[src/assert_macros.svh]
// ----------------------------------------------------------------------------
// assert_macros
// Assertion helpers used by the RTL.
// ----------------------------------------------------------------------------
`ifndef ASSERT_MACROS_SVH
`define ASSERT_MACROS_SVH

// Checked only outside reset.
`define ASSERT_CLK_RST(lbl, clk, rst, prop) \
  lbl: assert property (@(posedge clk) disable iff (rst) prop) \
    else $error("assertion failed");

// Checked at every edge, reset included.
`define ASSERT_CLK(lbl, clk, prop) \
  lbl: assert property (@(posedge clk) prop) \
    else $error("assertion failed");

`endif

[src/yrgb_pkg.sv]
`timescale 1ns / 1ps
// ----------------------------------------------------------------------------
// yrgb_pkg
// Types and constants for the YCbCr to RGB pixel converter.
// ----------------------------------------------------------------------------
package yrgb_pkg;

  localparam int ACC_W = 27;  // holds Y*65536 + rounding + largest chroma term

  localparam logic signed [17:0] K_R_CR = 18'sd92094;
  localparam logic signed [17:0] K_G_CB = 18'sd22527;
  localparam logic signed [17:0] K_G_CR = 18'sd46819;
  localparam logic signed [17:0] K_B_CB = 18'sd115992;

  localparam logic [8:0]  CHROMA_OFFSET = 9'd128;
  localparam logic [15:0] ROUND_HALF    = 16'h8000;

  localparam logic [2:0] BYTES_32 = 3'd4;
  localparam logic [2:0] BYTES_24 = 3'd3;

  typedef enum logic [1:0] {
    FMT_ARGB32 = 2'd0,
    FMT_ABGR32 = 2'd1,
    FMT_RGB24  = 2'd2,
    FMT_BGR24  = 2'd3
  } pixel_format_t;

  // Floor the signed 11.16 sum to an integer and clamp to 0..255.
  function automatic logic [7:0] clamp_channel(input logic signed [ACC_W-1:0] acc);
    logic signed [ACC_W-17:0] whole;
    begin
      whole = acc[ACC_W-1:16];
      if (whole < 0) begin
        clamp_channel = 8'd0;
      end else if (whole > 255) begin
        clamp_channel = 8'd255;
      end else begin
        clamp_channel = whole[7:0];
      end
    end
  endfunction

endpackage

[src/ycbcr_to_rgb_pixel_convert_top.sv]
`timescale 1ns / 1ps
// ----------------------------------------------------------------------------
// ycbcr_to_rgb_pixel_convert_top
// YCbCr to packed RGB pixel converter, one pixel per clock while the output is not stalled.
// ----------------------------------------------------------------------------
// Usage:
//   s_axis carries one pixel item: luma, Cb, Cr, alpha bytes in tdata.
//   m_axis returns one packed pixel per item: the 32-bit word plus the
//   count of valid bytes (4 for ARGB/ABGR, 3 for the 24-bit forms).
//   cfg_we/cfg_wdata set the pixel format; write it only while idle.
// Timing:
//   Two register stages: an input register, then the color matrix,
//   clamp and byte packing feeding the result register. Throughput
//   is 1 item per clock while m_axis_tready stays high, set by the
//   single-pass matrix path.
// Reset (rst, synchronous): both stages empty, format back to ARGB32.
// Back-pressure: when m_axis_tready is low the result register holds;
//   the input register still takes one more item, after that
//   s_axis_tready drops until the output side drains.
// ----------------------------------------------------------------------------
module ycbcr_to_rgb_pixel_convert_top (
  input  logic        clk,
  input  logic        rst,
  // config
  input  logic        cfg_we,
  input  logic [1:0]  cfg_wdata,      // pixel_format
  // input stream
  input  logic        s_axis_tvalid,
  output logic        s_axis_tready,
  input  logic [31:0] s_axis_tdata,   // luma, chroma_blue, chroma_red, alpha
  // output stream
  output logic        m_axis_tvalid,
  input  logic        m_axis_tready,
  output logic [39:0] m_axis_tdata    // pixel_word[31:0], pixel_bytes[34:32], zero pad
);
  import yrgb_pkg::*;

  `include "assert_macros.svh"

  pixel_format_t pixel_format;

  // input stage
  logic       in_valid;
  logic [7:0] in_luma;
  logic [7:0] in_cb;
  logic [7:0] in_cr;
  logic [7:0] in_alpha;

  // result stage
  logic        out_valid;
  logic [31:0] out_word;
  logic [2:0]  out_bytes;

  logic        out_ready;
  logic        in_advance;
  logic        in_take;

  logic [7:0]  red;
  logic [7:0]  green;
  logic [7:0]  blue;
  logic [31:0] out_word_next;
  logic [2:0]  out_bytes_next;

  // Result register frees when empty or when being read; input stage
  // moves on whenever the result register can take it.
  assign out_ready     = !out_valid || m_axis_tready;
  assign in_advance    = in_valid && out_ready;
  assign s_axis_tready = !in_valid || out_ready;
  assign in_take       = s_axis_tvalid && s_axis_tready;

  always_ff @(posedge clk) begin
    if (rst) begin
      pixel_format <= FMT_ARGB32;
    end else if (cfg_we) begin
      pixel_format <= pixel_format_t'(cfg_wdata);
    end
  end

  always_ff @(posedge clk) begin
    if (rst) begin
      in_valid <= 1'b0;
    end else if (s_axis_tready) begin
      in_valid <= s_axis_tvalid;
    end
  end

  always_ff @(posedge clk) begin
    if (in_take) begin
      in_luma  <= s_axis_tdata[7:0];
      in_cb    <= s_axis_tdata[15:8];
      in_cr    <= s_axis_tdata[23:16];
      in_alpha <= s_axis_tdata[31:24];
    end
  end

  yrgb_matrix u_matrix (
    .luma        (in_luma),
    .chroma_blue (in_cb),
    .chroma_red  (in_cr),
    .red         (red),
    .green       (green),
    .blue        (blue)
  );

  // Byte packing per format, little-endian word.
  always_comb begin
    case (pixel_format)
      FMT_ARGB32: begin
        out_word_next  = {in_alpha, red, green, blue};
        out_bytes_next = BYTES_32;
      end
      FMT_ABGR32: begin
        out_word_next  = {in_alpha, blue, green, red};
        out_bytes_next = BYTES_32;
      end
      FMT_RGB24: begin
        out_word_next  = {8'd0, red, green, blue};
        out_bytes_next = BYTES_24;
      end
      FMT_BGR24: begin
        out_word_next  = {8'd0, blue, green, red};
        out_bytes_next = BYTES_24;
      end
      default: begin
        out_word_next  = 32'd0;
        out_bytes_next = BYTES_32;
      end
    endcase
  end

  always_ff @(posedge clk) begin
    if (rst) begin
      out_valid <= 1'b0;
    end else if (out_ready) begin
      out_valid <= in_valid;
    end
  end

  always_ff @(posedge clk) begin
    if (in_advance) begin
      out_word  <= out_word_next;
      out_bytes <= out_bytes_next;
    end
  end

  assign m_axis_tvalid = out_valid;
  assign m_axis_tdata  = {5'd0, out_bytes, out_word};

  // 24-bit results never carry alpha in the top byte.
  `ASSERT_CLK_RST(a_top_byte_24, clk, rst, (out_valid && out_bytes == BYTES_24) |-> (out_word[31:24] == 8'd0))
  // Only the two legal byte counts appear.
  `ASSERT_CLK_RST(a_bytes_legal, clk, rst, out_valid |-> (out_bytes == BYTES_24 || out_bytes == BYTES_32))
  // An item leaving the input stage lands in the result register.
  `ASSERT_CLK_RST(a_advance_lands, clk, rst, in_advance |=> out_valid)
  // A stalled result is not dropped.
  `ASSERT_CLK_RST(a_stall_holds, clk, rst, (out_valid && !m_axis_tready) |=> (out_valid && $stable(out_word)))
  // Reset empties the pipe.
  `ASSERT_CLK(a_reset_empty, clk, rst |=> (!out_valid && !in_valid))

endmodule

[src/yrgb_matrix.sv]
`timescale 1ns / 1ps
// ----------------------------------------------------------------------------
// yrgb_matrix
// BT.601 full-range color matrix: Y, Cb, Cr bytes to clamped R, G, B.
// ----------------------------------------------------------------------------
module yrgb_matrix (
  input  logic [7:0] luma,
  input  logic [7:0] chroma_blue,
  input  logic [7:0] chroma_red,
  output logic [7:0] red,
  output logic [7:0] green,
  output logic [7:0] blue
);
  import yrgb_pkg::*;

  logic signed [8:0]       cb_s;
  logic signed [8:0]       cr_s;
  logic signed [ACC_W-1:0] cb_x;
  logic signed [ACC_W-1:0] cr_x;
  logic signed [ACC_W-1:0] base;
  logic signed [ACC_W-1:0] acc_r;
  logic signed [ACC_W-1:0] acc_g;
  logic signed [ACC_W-1:0] acc_b;

  // remove chroma offset
  assign cb_s = $signed({1'b0, chroma_blue} - CHROMA_OFFSET);
  assign cr_s = $signed({1'b0, chroma_red} - CHROMA_OFFSET);
  assign cb_x = ACC_W'(cb_s);
  assign cr_x = ACC_W'(cr_s);

  assign base = $signed({{(ACC_W-24){1'b0}}, luma, ROUND_HALF});

  assign acc_r = base + cr_x * ACC_W'(K_R_CR);
  assign acc_g = base - cb_x * ACC_W'(K_G_CB) - cr_x * ACC_W'(K_G_CR);
  assign acc_b = base + cb_x * ACC_W'(K_B_CB);

  assign red   = clamp_channel(acc_r);
  assign green = clamp_channel(acc_g);
  assign blue  = clamp_channel(acc_b);

endmodule
[config.mk]
export PLATFORM = sky130hd
export DESIGN_NAME = ycbcr_to_rgb_pixel_convert_top
export DESIGN_NICKNAME = d
export VERILOG_FILES = /design/src/yrgb_pkg.sv /design/src/ycbcr_to_rgb_pixel_convert_top.sv /design/src/yrgb_matrix.sv
export VERILOG_INCLUDE_DIRS = /design/src /design/src/src
export SDC_FILE = /design/constraint.sdc
export NUM_CORES = 1
export LEC_CHECK = 0
export BUFFER_PORTS_ARGS = -buffer_cell sky130_fd_sc_hd__buf_2
export CORE_MARGIN = 1
export CORE_UTILIZATION = 54
export CTS_CLUSTER_SIZE = 40
export DETAILED_ROUTE_END_ITERATION = 16
export PLACE_DENSITY = 0.74
export SYNTH_ARGS = -nofsm -noshare
export SYNTH_HDL_FRONTEND = slang
export SYNTH_SLANG_ARGS = --single-unit
[constraint.sdc]
create_clock -name clk -period 10.1 [get_ports clk]
set_input_delay 2.02 -clock clk [delete_from_list [all_inputs] [get_ports clk]]
set_output_delay 2.02 -clock clk [all_outputs]
set_load 0.01 [all_outputs]
## Yosys cells after proc, flatten, opt, wreduce, memory -nomap -nowiden

Index checks and enable logic that the tools add are counted.

- Register bits after elaboration: 71
- Logic and storage cells: 45
- Output and inout port bits: 42
- Input port bits: 39

- Order comparisons: 6
- Reductions and logical operators: 9
- Equality and inequality tests: 3
- $add $sub $neg: 6
- Muxes and demuxes: 8
- Multipliers: 4

Operators with widths:

| kind | count |
|---|---|
| case mux 32 bit (4 select lines) | 1 |
| adder 25 x 27 -> 27 bit | 2 |
| multiplier 9 x 17 -> 26 bit, second input constant | 2 |
| 2-to-1 mux 8 bit | 6 |
| > comparator 11 x 9 -> 1 bit, second input constant | 3 |
| less-than comparator 11 x 1 -> 1 bit, second input constant | 3 |
| subtractor 25 x 27 -> 27 bit | 1 |
| subtractor 27 x 26 -> 27 bit | 1 |
| multiplier 9 x 16 -> 25 bit, second input constant | 1 |
| multiplier 9 x 15 -> 24 bit, second input constant | 1 |
| subtractor 8 x 8 -> 9 bit, second input constant | 2 |
| case mux 3 bit (2 select lines) | 1 |
| == test 2 bit, second input constant | 2 |
| OR reduction 2 bit | 2 |
| == test 2 x 1 -> 1 bit, second input constant | 1 |
| logical AND 1 bit | 2 |
| logical NOT 1 bit | 2 |
| logical NOT 2 bit | 1 |
| logical OR 1 bit | 2 |

## Logic depth before layout (Yosys ltp)

Gate-level depths: netlist (run 1).

- Word-level depth: 8
- Mapped depth: 38
- Gate-level depth less buffers: 37

## Cells and area by module

Synthesis (run 1) repeated with hierarchy kept, for this count alone.

- Cell total of the unflattened synthesis: 1,287
- Area, all modules: 13,514.2 um2

Modules (own cells, without submodules):

| module | sequential area each (um2) | instances | cells an instance | area an instance (um2) |
|---|---|---|---|---|
| yrgb_matrix | 0.0 | 1 | 1,169 | 11,025.6 |
| ycbcr_to_rgb_pixel_convert_top | 2,062.0 | 1 | 118 | 2,488.6 |

## Worst setup path before layout (run 1)

Ideal clock, no wire load.

- Kind: reg2reg
- Start: register in_cb[3]
- End: register out_word[10], data pin
- Clock period less this slack: 9.335 ns
- Setup time: 0.279 ns
- Path slack: 0.765 ns
- Cell stages (with the launch flop): 34
- Data required time: 9.821 ns
- Path buffers: 1
- Arrival time: 9.056 ns
- Path through: edfxtp_1 inv_1 fa_1 inv_1 fa_1 fa_1 fa_1 inv_1 fa_1 inv_1 ha_1 o21ai_0 a21boi_0 o21a_1 o211ai_1 a21oi_1 o311a_1 o21a_1 o21a_1 nor2_1 fa_1 fa_1 fa_1 fa_1 inv_1 ha_1 nand3_1 or3_1 and3_1 or3_1 nand3_1 and3_1 clkbuf_1 a211oi_1

- Word-level cells in the longest chain between the ends: 8
- Elaborated cells between the ends (all ways): 9
- Classes of those cells: 3 x add/sub; 1 x mul; 2 x order compare; 3 x mux

Ends and longest elaborated chain:

| item | line | text |
|---|---|---|
| start: declaration | ycbcr_to_rgb_pixel_convert_top.sv:45 | `logic [7:0] in_cb;` |
| start signal: assignment | ycbcr_to_rgb_pixel_convert_top.sv:90 | `in_cb <= s_axis_tdata[15:8];` |
| subtractor 8 x 8 -> 9 bit (*) | yrgb_matrix.sv:26 | `assign cb_s = $signed({1'b0, chroma_blue} - CHROMA_OFFSET);` |
| multiplier 9 x 16 -> 25 bit (*) | yrgb_matrix.sv:34 | `assign acc_g = base - cb_x * ACC_W'(K_G_CB) - cr_x * ACC_W'(K_G_CR);` |
| subtractor 25 x 27 -> 27 bit (*) | yrgb_matrix.sv:34 |  |
| subtractor 27 x 26 -> 27 bit (*) | yrgb_matrix.sv:34 |  |
| > comparator 11 x 9 -> 1 bit | yrgb_pkg.sv:35 | `end else if (whole > 255) begin` |
| 2-to-1 mux 8 bit | yrgb_pkg.sv:35 |  |
| 2-to-1 mux 8 bit (*) | yrgb_pkg.sv:33 | `if (whole < 0) begin` |
| case mux 32 bit (4 select lines) (*) | ycbcr_to_rgb_pixel_convert_top.sv:107 | `case (pixel_format)` |
| end signal: assignment | ycbcr_to_rgb_pixel_convert_top.sv:141 | `out_word <= out_word_next;` |
| end: declaration | ycbcr_to_rgb_pixel_convert_top.sv:51 | `logic [31:0] out_word;` |

Every way passes the cells marked *; elsewhere a longest branch is shown, timed or not. The select of a mux whose other input is x is not followed.
A chain may end at the register's enable or synchronous reset.

## Final worst setup path (run 1)

- Start: register in_cb[0]
- End: register out_word[10], data pin

The elaborated chain is that of the path after synthesis.

==> impl_metrics.tcl, run 1 <==
set metrics [dict create \
    outcome "finished clean" \
    drive_above_1_share_pct 9.82 \
    synth.distinct_cells 73 \
    viasPerCell 5.49 \
    regToRegEndpoint "out_word[10]" \
    cp-end-kind "flop" \
    rr_startpoint "in_cb[0]" \
    synthCells 1328 \
    r2r_cells 32 \
    min_path_type "flop to flop" \
    post_drt_wl_per_cell_um 16.9 \
    path_clk_slew_ps 60 \
    synth_top_area_share_pct 27.8 \
    drc 0 \
    maxClockFrequency_mhz 104 \
    tightest_slew_ps 968 \
    dr.pass1.iters 5 \
    n_fill_cell 2048 \
    die_area_sq_um 25700 \
    portBuffers 75 \
    totalWireLength_mm 29.5 \
    grt_start_max_net_pins 35 \
    fin_skew_ps 9.52 \
    crit_fanout 8 \
    clock-root-buffer "clkbuf_16" \
    grt_pass1_vias 9792 \
    synth-edff-count 66 \
    finalHoldViolCount 0 \
    worstPathArrival_ps 9680 \
    nets 1928 \
    multiInputGateArea_sq_um 10300 \
    num_rows 57 \
    drv_cap 0 \
    required_ps 10180 \
    crit_slowest_cell "fa_1" \
    fin_tns_setup_ps 0 \
    hold_buffers 0 \
    core_region_area_sq_um 24500 \
    netlist_area_sq_um 13500 \
    clock_latency_ps 350 \
    ys_async_sr_fraction_pct 0 \
    cts.sinks 70 \
    finalSetupViolCount 0 \
    relSlewSlack_pct 34.9 \
    yosysSeqAreaShare_pct 15.3 \
    routed-via-count 9600 \
    cts_tree "done" \
    synth_top_cell_by_area "ha_1" \
    ff_latch_area_sq_um 2060 \
    dp_hpwl_mm 24.8 \
    overflow 0 \
    h-tree-depth 3 \
    start_kind "flop" \
    cts_buffer_depth 2 \
    pin_count 81 \
    gp_congestion 0.905 \
    ys.warnings.count 0 \
    syn_area_per_cell_sq_um 10.2 \
    cpPeakStageDelay_ps 680 \
    drtAntennaViolNets 0 \
    antenna_found_initial 0 \
    numCtsBuffers 9 \
    min_period_over_period_pct 95.0 \
    grt_util_all_layers_pct 24.1 \
    hold_start "in_alpha[1]" \
    finalCriticalPeriod_ps 9590 \
    synth_area_leaders "ha_1, fa_1, edfxtp_1" \
    dieWidth_um 160 \
    synth-seq-cells 70 \
    drtIter0Drc 570 \
    dieHeight_um 160 \
    holdPathStages 1 \
    synthToLayoutAreaGrowth_pct 8.64 \
    diodes 0 \
    start_util_pct 55.3 \
    critical_path_class "flop to flop" \
    whs_endpoint "out_word[25]" \
    path_common_cell "fa_1" \
    slew_violations 0 \
    synth_flop_cell "edfxtp_1" \
    r2r_slack_ps 510 \
    grt_pass1_wl_mm 48.6 \
]
-- what timing repair did --
action | 4_1_cts | 5_1_grt
endpoints found under the hold margin | 0 | 0
buffers inserted | 0 | 5
endpoints found under the setup margin | 0 | 8
resized for setup | 0 | 8
-- layout by cell type, fill, tap and decap left out, drive strengths merged, types with 21 or more instances in the layout --
master    n
nand2    30
inv     309
xnor2    37
edfxtp   66
ha      300
buf      90
nor2     50
o21a     24
nand3    26
a21oi    37
nor2b    21
fa      168
o21ai    29
-- cell families (layout without fill, tap and decap cells) --
logic type,after synthesis,in the layout,share of synthesized area [%]
AO/OA/AOI/OAI,204,204,11.0
XOR/XNOR,53,53,3.55
adder cells (fa/ha/maj),468,468,52.7
buffers and inverters,318,412,9.05
flip-flops,70,70,15.3
multiplexers,4,4,0.306
other,1,5,0.0277
AND/OR/NAND/NOR,210,210,8.16
-- sequential cells by signal (all words and copies together), names as in the netlist --
signal,flops
in_cb,8
in_cr,8
m_axis_tvalid,1
in_valid,1
in_luma,8
out_word,32
pixel_format,2
in_alpha,8
out_bytes,2
-- metal layers --
layer	part of all wire (%)	vias up	track usage [%]
li1	-	4630	-
met1	45	4653	32.8
met2	47	274	40.1
met3	5.3	43	3.61
met4	2.1	0	6.06
met5	0	-	0
-- cell type report --
cell class                      count  area share [%]
Tap cell                          324            2.76
Inverter                          306            7.82
Clock buffer                        9            1.53
Timing Repair Buffer               90            3.32
Clock inverter                      7           0.537
Multi-Input combinational cell    944            70.0
Sequential cell                    70            14.0
-- worst max-delay path by stage --
stage,startpoint,depth (start not counted),slack (ps),endpoint
after floorplan,in_cb[3],33,760,out_word[10]
after global placement,in_cb[2],31,460,out_word[11]
after detailed placement,in_cb[4],34,300,out_word[10]
after CTS,in_cb[4],34,270,out_word[10]
after global routing,in_cb[2],31,-20,out_word[11]
final,in_cb[0],32,510,out_word[10]
-- Yosys cell counts, types with 3 or more instances --
cell / number
nand2_1: 30
nand4b_1: 3
o31ai_1: 5
buf_4: 6
nor2_1: 49
nand4_1: 4
xnor2_1: 37
edfxtp_1: 66
a211oi_1: 12
o2111ai_1: 4
a21boi_0: 6
o311a_1: 3
nand3_1: 26
o21a_1: 24
o21bai_1: 7
or3_1: 6
inv_1: 306
clkbuf_1: 5
o211ai_1: 16
fa_1: 168
and3_1: 13
xor2_1: 15
nand2b_1: 14
and2_1: 5
a21oi_1: 36
a22o_1: 16
ha_1: 300
a31oi_1: 4
or2_2: 10
nor2b_1: 21
nor4_1: 3
o21ai_0: 28
dfxtp_1: 4
mux2i_1: 3
nor3_1: 15
a21o_1: 14
-- metrics by stage --
step / util (%) / setup slack (ps) / cells / hold slack (ps) / cell area [sq um]
3_3_place_gp: 58.5 / 456 / 1729 / 494 / 14300
3_5_place_dp: 58.5 / 304 / 1729 / 521 / 14300
2_1_floorplan: - / 765 / 1332 / 478 / 13500
5_1_grt: 60.0 / -22.9 / 1750 / 560 / 14700
6_report: 60.0 / 507 / 1750 / 530 / 14700
4_1_cts: 59.8 / 274 / 1745 / 536 / 14600
-- critical path: cells and delay by family (launching register included) --
kind	cells	cell delay [ps]
AO/OA/AOI/OAI	9	1820
AND/OR/NAND/NOR	6	1470
flip-flops	1	420
adder cells (fa/ha/maj)	11	5280
buffers and inverters	6	340
Power of run 1 is not shown: default switching activity piles up to over one toggle a cycle in this logic, so the estimate is an artifact.
==> run 2, diff against run 1 <==
--- a/config.mk
+++ b/config.mk
@@ -12,6 +12,7 @@
 export CTS_CLUSTER_SIZE = 40
 export DETAILED_ROUTE_END_ITERATION = 16
 export PLACE_DENSITY = 0.74
+export REMOVE_ABC_BUFFERS = 1
 export SYNTH_ARGS = -nofsm -noshare
 export SYNTH_HDL_FRONTEND = slang
 export SYNTH_SLANG_ARGS = --single-unit
==> run 2 against run 1 <==
Effect of this change: wire length decreased by 0.20%; critical path type unchanged; global-route usage about the same; first-iteration DRC count decreased by 9.8%; count of clock-buffer cells in the layout unchanged; final area about the same; final cell count about the same; largest cell class unchanged; critical path depth decreased by 2; sequential share of layout area about the same.
==> impl_metrics.tcl, run 2 (synthesized netlist as in run 1, its figures left out) <==
set metrics [dict create \
    largest_reg_flops 32 \
    finalCriticalPeriod_ps 9640 \
    num_rows 57 \
    hold_start "in_valid" \
    clock_latency_ps 340 \
    numCtsBuffers 9 \
    crit_slowest_cell "fa_2" \
    top_register "out_word" \
    pin_count 81 \
    cts_buffer_depth 2 \
    dp_hpwl_mm 24.6 \
    required_ps 10180 \
    outcome "finished clean" \
    start_kind "flop" \
    die_area_sq_um 25700 \
    r2r_cells 30 \
    grt_util_all_layers_pct 24.1 \
    tightest_slew_ps 985 \
    rr_startpoint "in_cb[0]" \
    final_cell_mix "inv_1, ha_1, fa_1" \
    critical_path_class "flop to flop" \
    whs_endpoint "m_axis_tvalid" \
    nets 1929 \
    start_util_pct 55.3 \
    place_ws_ps 271 \
    regToRegEndpoint "out_word[12]" \
    core_region_area_sq_um 24500 \
    cts.sinks 70 \
    h-tree-depth 3 \
    n_fill_cell 2038 \
    grt_pass1_vias 9606 \
    slew_violations 0 \
    synthToLayoutAreaGrowth_pct 8.62 \
    crit_fanout 8 \
    fin_skew_ps 11.4 \
    min_path_type "flop to flop" \
    routed-via-count 9525 \
    clock-root-buffer "clkbuf_16" \
    portBuffers 75 \
    fin_tns_setup_ps 0 \
    relSlewSlack_pct 33.8 \
    cp-end-kind "flop" \
    antenna_found_initial 0 \
    drtAntennaViolNets 0 \
    drive_above_1_share_pct 9.88 \
    drv_cap 0 \
    rsz0062_at_grt "no" \
    cts_tree "done" \
    dieWidth_um 160 \
    min_period_over_period_pct 95.4 \
    final_util_pct 60.0 \
    dr.pass1.iters 5 \
    drc 0 \
    worstPathArrival_ps 9710 \
    post_drt_wl_per_cell_um 16.8 \
    grt_pass1_wl_mm 48.5 \
    finalSetupViolCount 0 \
    gp_congestion 0.930 \
    drtIter0Drc 514 \
    path_common_cell "fa_1" \
    finalHoldViolCount 0 \
    overflow 0 \
    viasPerCell 5.44 \
    r2r_slack_ps 460 \
    fin_ws_ps 464 \
    totalWireLength_mm 29.4 \
    path_clk_slew_ps 70 \
    grt_start_max_net_pins 35 \
    cpPeakStageDelay_ps 660 \
    maxClockFrequency_mhz 104 \
    holdPathStages 2 \
    holdWs_ps 521 \
    layout.cells.most_common "inv_1" \
    dieHeight_um 160 \
    diodes 0 \
]
-- run 2: cell type report --
class / count / area [sq um] / area share (%)
Multi-Input combinational cell: 944 / 10300 / 70.0
Sequential cell: 70 / 2060 / 14.0
Inverter: 306 / 1150 / 7.82
Timing Repair Buffer: 91 / 495 / 3.38
Tap cell: 324 / 405 / 2.76
Clock buffer: 9 / 225 / 1.53
Clock inverter: 7 / 63.8 / 0.435
-- run 2: worst max-delay path: cells and delay by family (launching register included) --
kind / cells / cell delay (ps)
simple gates: 7 / 1700
compound gates: 9 / 1660
fa+ha+maj: 11 / 5430
buf+inv: 3 / 150
flops: 1 / 430
-- run 2: how the worst max path moves through the flow --
stage	from	end	cells past startpoint
global placement	in_cb[2]	out_word[10]	31
CTS	in_cb[2]	out_word[12]	31
detailed placement	in_cb[2]	out_word[12]	31
floorplan	in_cb[3]	out_word[10]	32
global route	in_cb[0]	out_word[11]	31
finish	in_cb[0]	out_word[12]	30
-- run 2: metrics by stage --
stage / area, sq um / cells
final: 14700 / 1751
after global routing: 14700 / 1751
after CTS: 14600 / 1745
after global placement: 14300 / 1729
after detailed placement: 14300 / 1729
after floorplan: 13500 / 1320
-- run 2: what timing repair did --
item                                   CTS  global route
hold buffers                             0             0
gates resized for setup                  0             9
setup endpoints to repair                0             8
setup buffers                            0             6
endpoints found under the hold margin    0             0
-- run 2: per-layer routing --
| metal | wire length (um) | track usage, % |
|---|---|---|
| met5 | 0 | 0 |
| met4 | 757 | 6.49 |
| met3 | 1410 | 3.40 |
| met2 | 13800 | 39.2 |
| met1 | 13500 | 33.7 |
Power of run 2 is left out for the same reason.
==> run 3, diff against run 2 <==
--- a/config.mk
+++ b/config.mk
@@ -11,6 +11,7 @@
 export CORE_UTILIZATION = 54
 export CTS_CLUSTER_SIZE = 40
 export DETAILED_ROUTE_END_ITERATION = 16
+export MAX_ROUTING_LAYER = met4
 export PLACE_DENSITY = 0.74
 export REMOVE_ABC_BUFFERS = 1
 export SYNTH_ARGS = -nofsm -noshare
==> run 3 against run 2 <==
Effect of this change: die area did not move; count of clock-buffer cells in the layout did not move; clock skew fell by 1.4 ps; worst hold slack improved by 13 ps; wire length rose by 1.7%; global-route usage rose by 1.0 points; register-to-register slack barely moved; setup slack got worse by 0.61 ps; critical path depth rose by 1; first-iteration DRC count fell by 6.0%; sequential share of layout area barely moved.
==> impl_metrics.tcl, run 3 (synthesized netlist as in run 1, its figures left out) <==
set metrics [dict create \
    outcome "finished clean" \
    gp_congestion 0.947 \
    antenna_found_initial 0 \
    path_clk_slew_ps 70 \
    post_drt_wl_per_cell_um 17.1 \
    finalHoldViolCount 0 \
    diodes 0 \
    drtIter0Drc 483 \
    dieWidth_um 160 \
    cpPeakStageDelay_ps 620 \
    hold_start "in_valid" \
    r2r_slack_ps 460 \
    numCtsBuffers 9 \
    n_fill_cell 2016 \
    relSlewSlack_pct 36.1 \
    holdPathStages 2 \
    cts_buffer_depth 2 \
    slew_violations 0 \
    layout.cells.most_common "inv_1" \
    clock_latency_ps 340 \
    dr.pass1.iters 5 \
    cts_tree "done" \
    worstPathArrival_ps 9710 \
    grt_util_all_layers_pct 25.2 \
    whs_endpoint "m_axis_tvalid" \
    crit_path_start "in_cb[0]" \
    grt_pass1_vias 9895 \
    nets 1928 \
    pin_count 81 \
    die_area_sq_um 25700 \
    path_common_cell "fa_1" \
    start_util_pct 55.3 \
    r2r_cells 31 \
    regToRegEndpoint "out_word[10]" \
    min_path_type "flop to flop" \
    maxClockFrequency_mhz 104 \
    synthToLayoutAreaGrowth_pct 8.52 \
    finalSetupViolCount 0 \
    dp_hpwl_mm 25.1 \
    finalCriticalPeriod_ps 9640 \
    totalWireLength_mm 29.9 \
    overflow 0 \
    dieHeight_um 160 \
    drv_cap 0 \
    grt_start_max_net_pins 35 \
    core_region_area_sq_um 24500 \
    drive_above_1_share_pct 9.82 \
    drtAntennaViolNets 0 \
    required_ps 10170 \
    fin_cells 1750 \
    routed-via-count 9535 \
    h-tree-depth 3 \
    start_kind "flop" \
    clock-root-buffer "clkbuf_16" \
    final_cell_mix "inv_1, ha_1, fa_1" \
    num_rows 57 \
    viasPerCell 5.45 \
    drc 0 \
    largest_reg_flops 32 \
    tightest_slew_ps 950 \
    top_register "out_word" \
    portBuffers 75 \
    critical_path_class "flop to flop" \
    min_period_over_period_pct 95.4 \
    cp-end-kind "flop" \
    fin_skew_ps 9.95 \
    cts.sinks 70 \
    crit_slowest_cell "fa_2" \
    rr_startpoint "in_cb[0]" \
    dpl.cell_count 1729 \
    crit_fanout 8 \
    grt_pass1_wl_mm 49.4 \
]
run 3: changes by cell type in the layout (fill, tap and decap cells not counted):
cell,change
a21boi_0,-2
a21boi_1,+2
a21oi_2,+1
a21oi_4,-1
buf_4,-1
clkinv_4,+1
clkinvlp_4,-1
o21ai_0,+1
o21ai_1,-1
run 3: timing repair:
action | in CTS | in global routing
gates resized for setup | 0 | 9
buffers inserted | 0 | 5
hold buffers | 0 | 0
endpoints found under the setup margin | 0 | 8
run 3: metrics by stage:
stage / worst slack [ps] / cell area, sq um / utilization, % / hold slack (ps) / setup TNS (ps)
floorplan: 776 / 13500 / - / 478 / 0
global placement: 454 / 14300 / 58.5 / 504 / 0
detailed placement: 239 / 14300 / 58.5 / 523 / 0
CTS: 184 / 14600 / 59.7 / 539 / 0
global route: -23.1 / 14700 / 60.0 / 562 / -69.0
finish: 463 / 14700 / 60.0 / 534 / 0
run 3: worst max path at each step:
stage | slack (ps) | depth (start not counted) | end
2_1_floorplan | 780 | 32 | out_word[10]
3_3_place_gp | 450 | 31 | out_word[10]
3_5_place_dp | 240 | 31 | out_word[10]
4_1_cts | 180 | 31 | out_word[10]
5_1_grt | -20 | 34 | out_word[12]
6_report | 460 | 31 | out_word[10]
run 3: worst max-delay path, delay by kind of cell (launching register included):
kind / cells / cell delay, ps
adder cells (fa/ha/maj): 11 / 5170
buffers and inverters: 3 / 170
AND/OR/NAND/NOR: 7 / 1530
flip-flops: 1 / 430
AO/OA/AOI/OAI: 10 / 2040
run 3: final cells by class:
cell class	instances	area [sq um]	share of cell area (%)
Tap cell	324	405	2.76
Timing Repair Buffer	90	488	3.33
Clock inverter	7	65.1	0.444
Clock buffer	9	225	1.54
Multi-Input combinational cell	944	10300	70.0
Inverter	306	1150	7.83
Sequential cell	70	2060	14.1
run 3: routing by layer:
layer	routed length, um	GRT usage, %	vias to the layer above	share of wire (%)
met5	0	-	-	0
li1	-	-	4637	-
met2	14300	40.7	235	48
met4	658	6.58	0	2.2
met3	1140	2.60	39	3.8
met1	13800	33.7	4624	46
Power of run 3 is left out for the same reason.
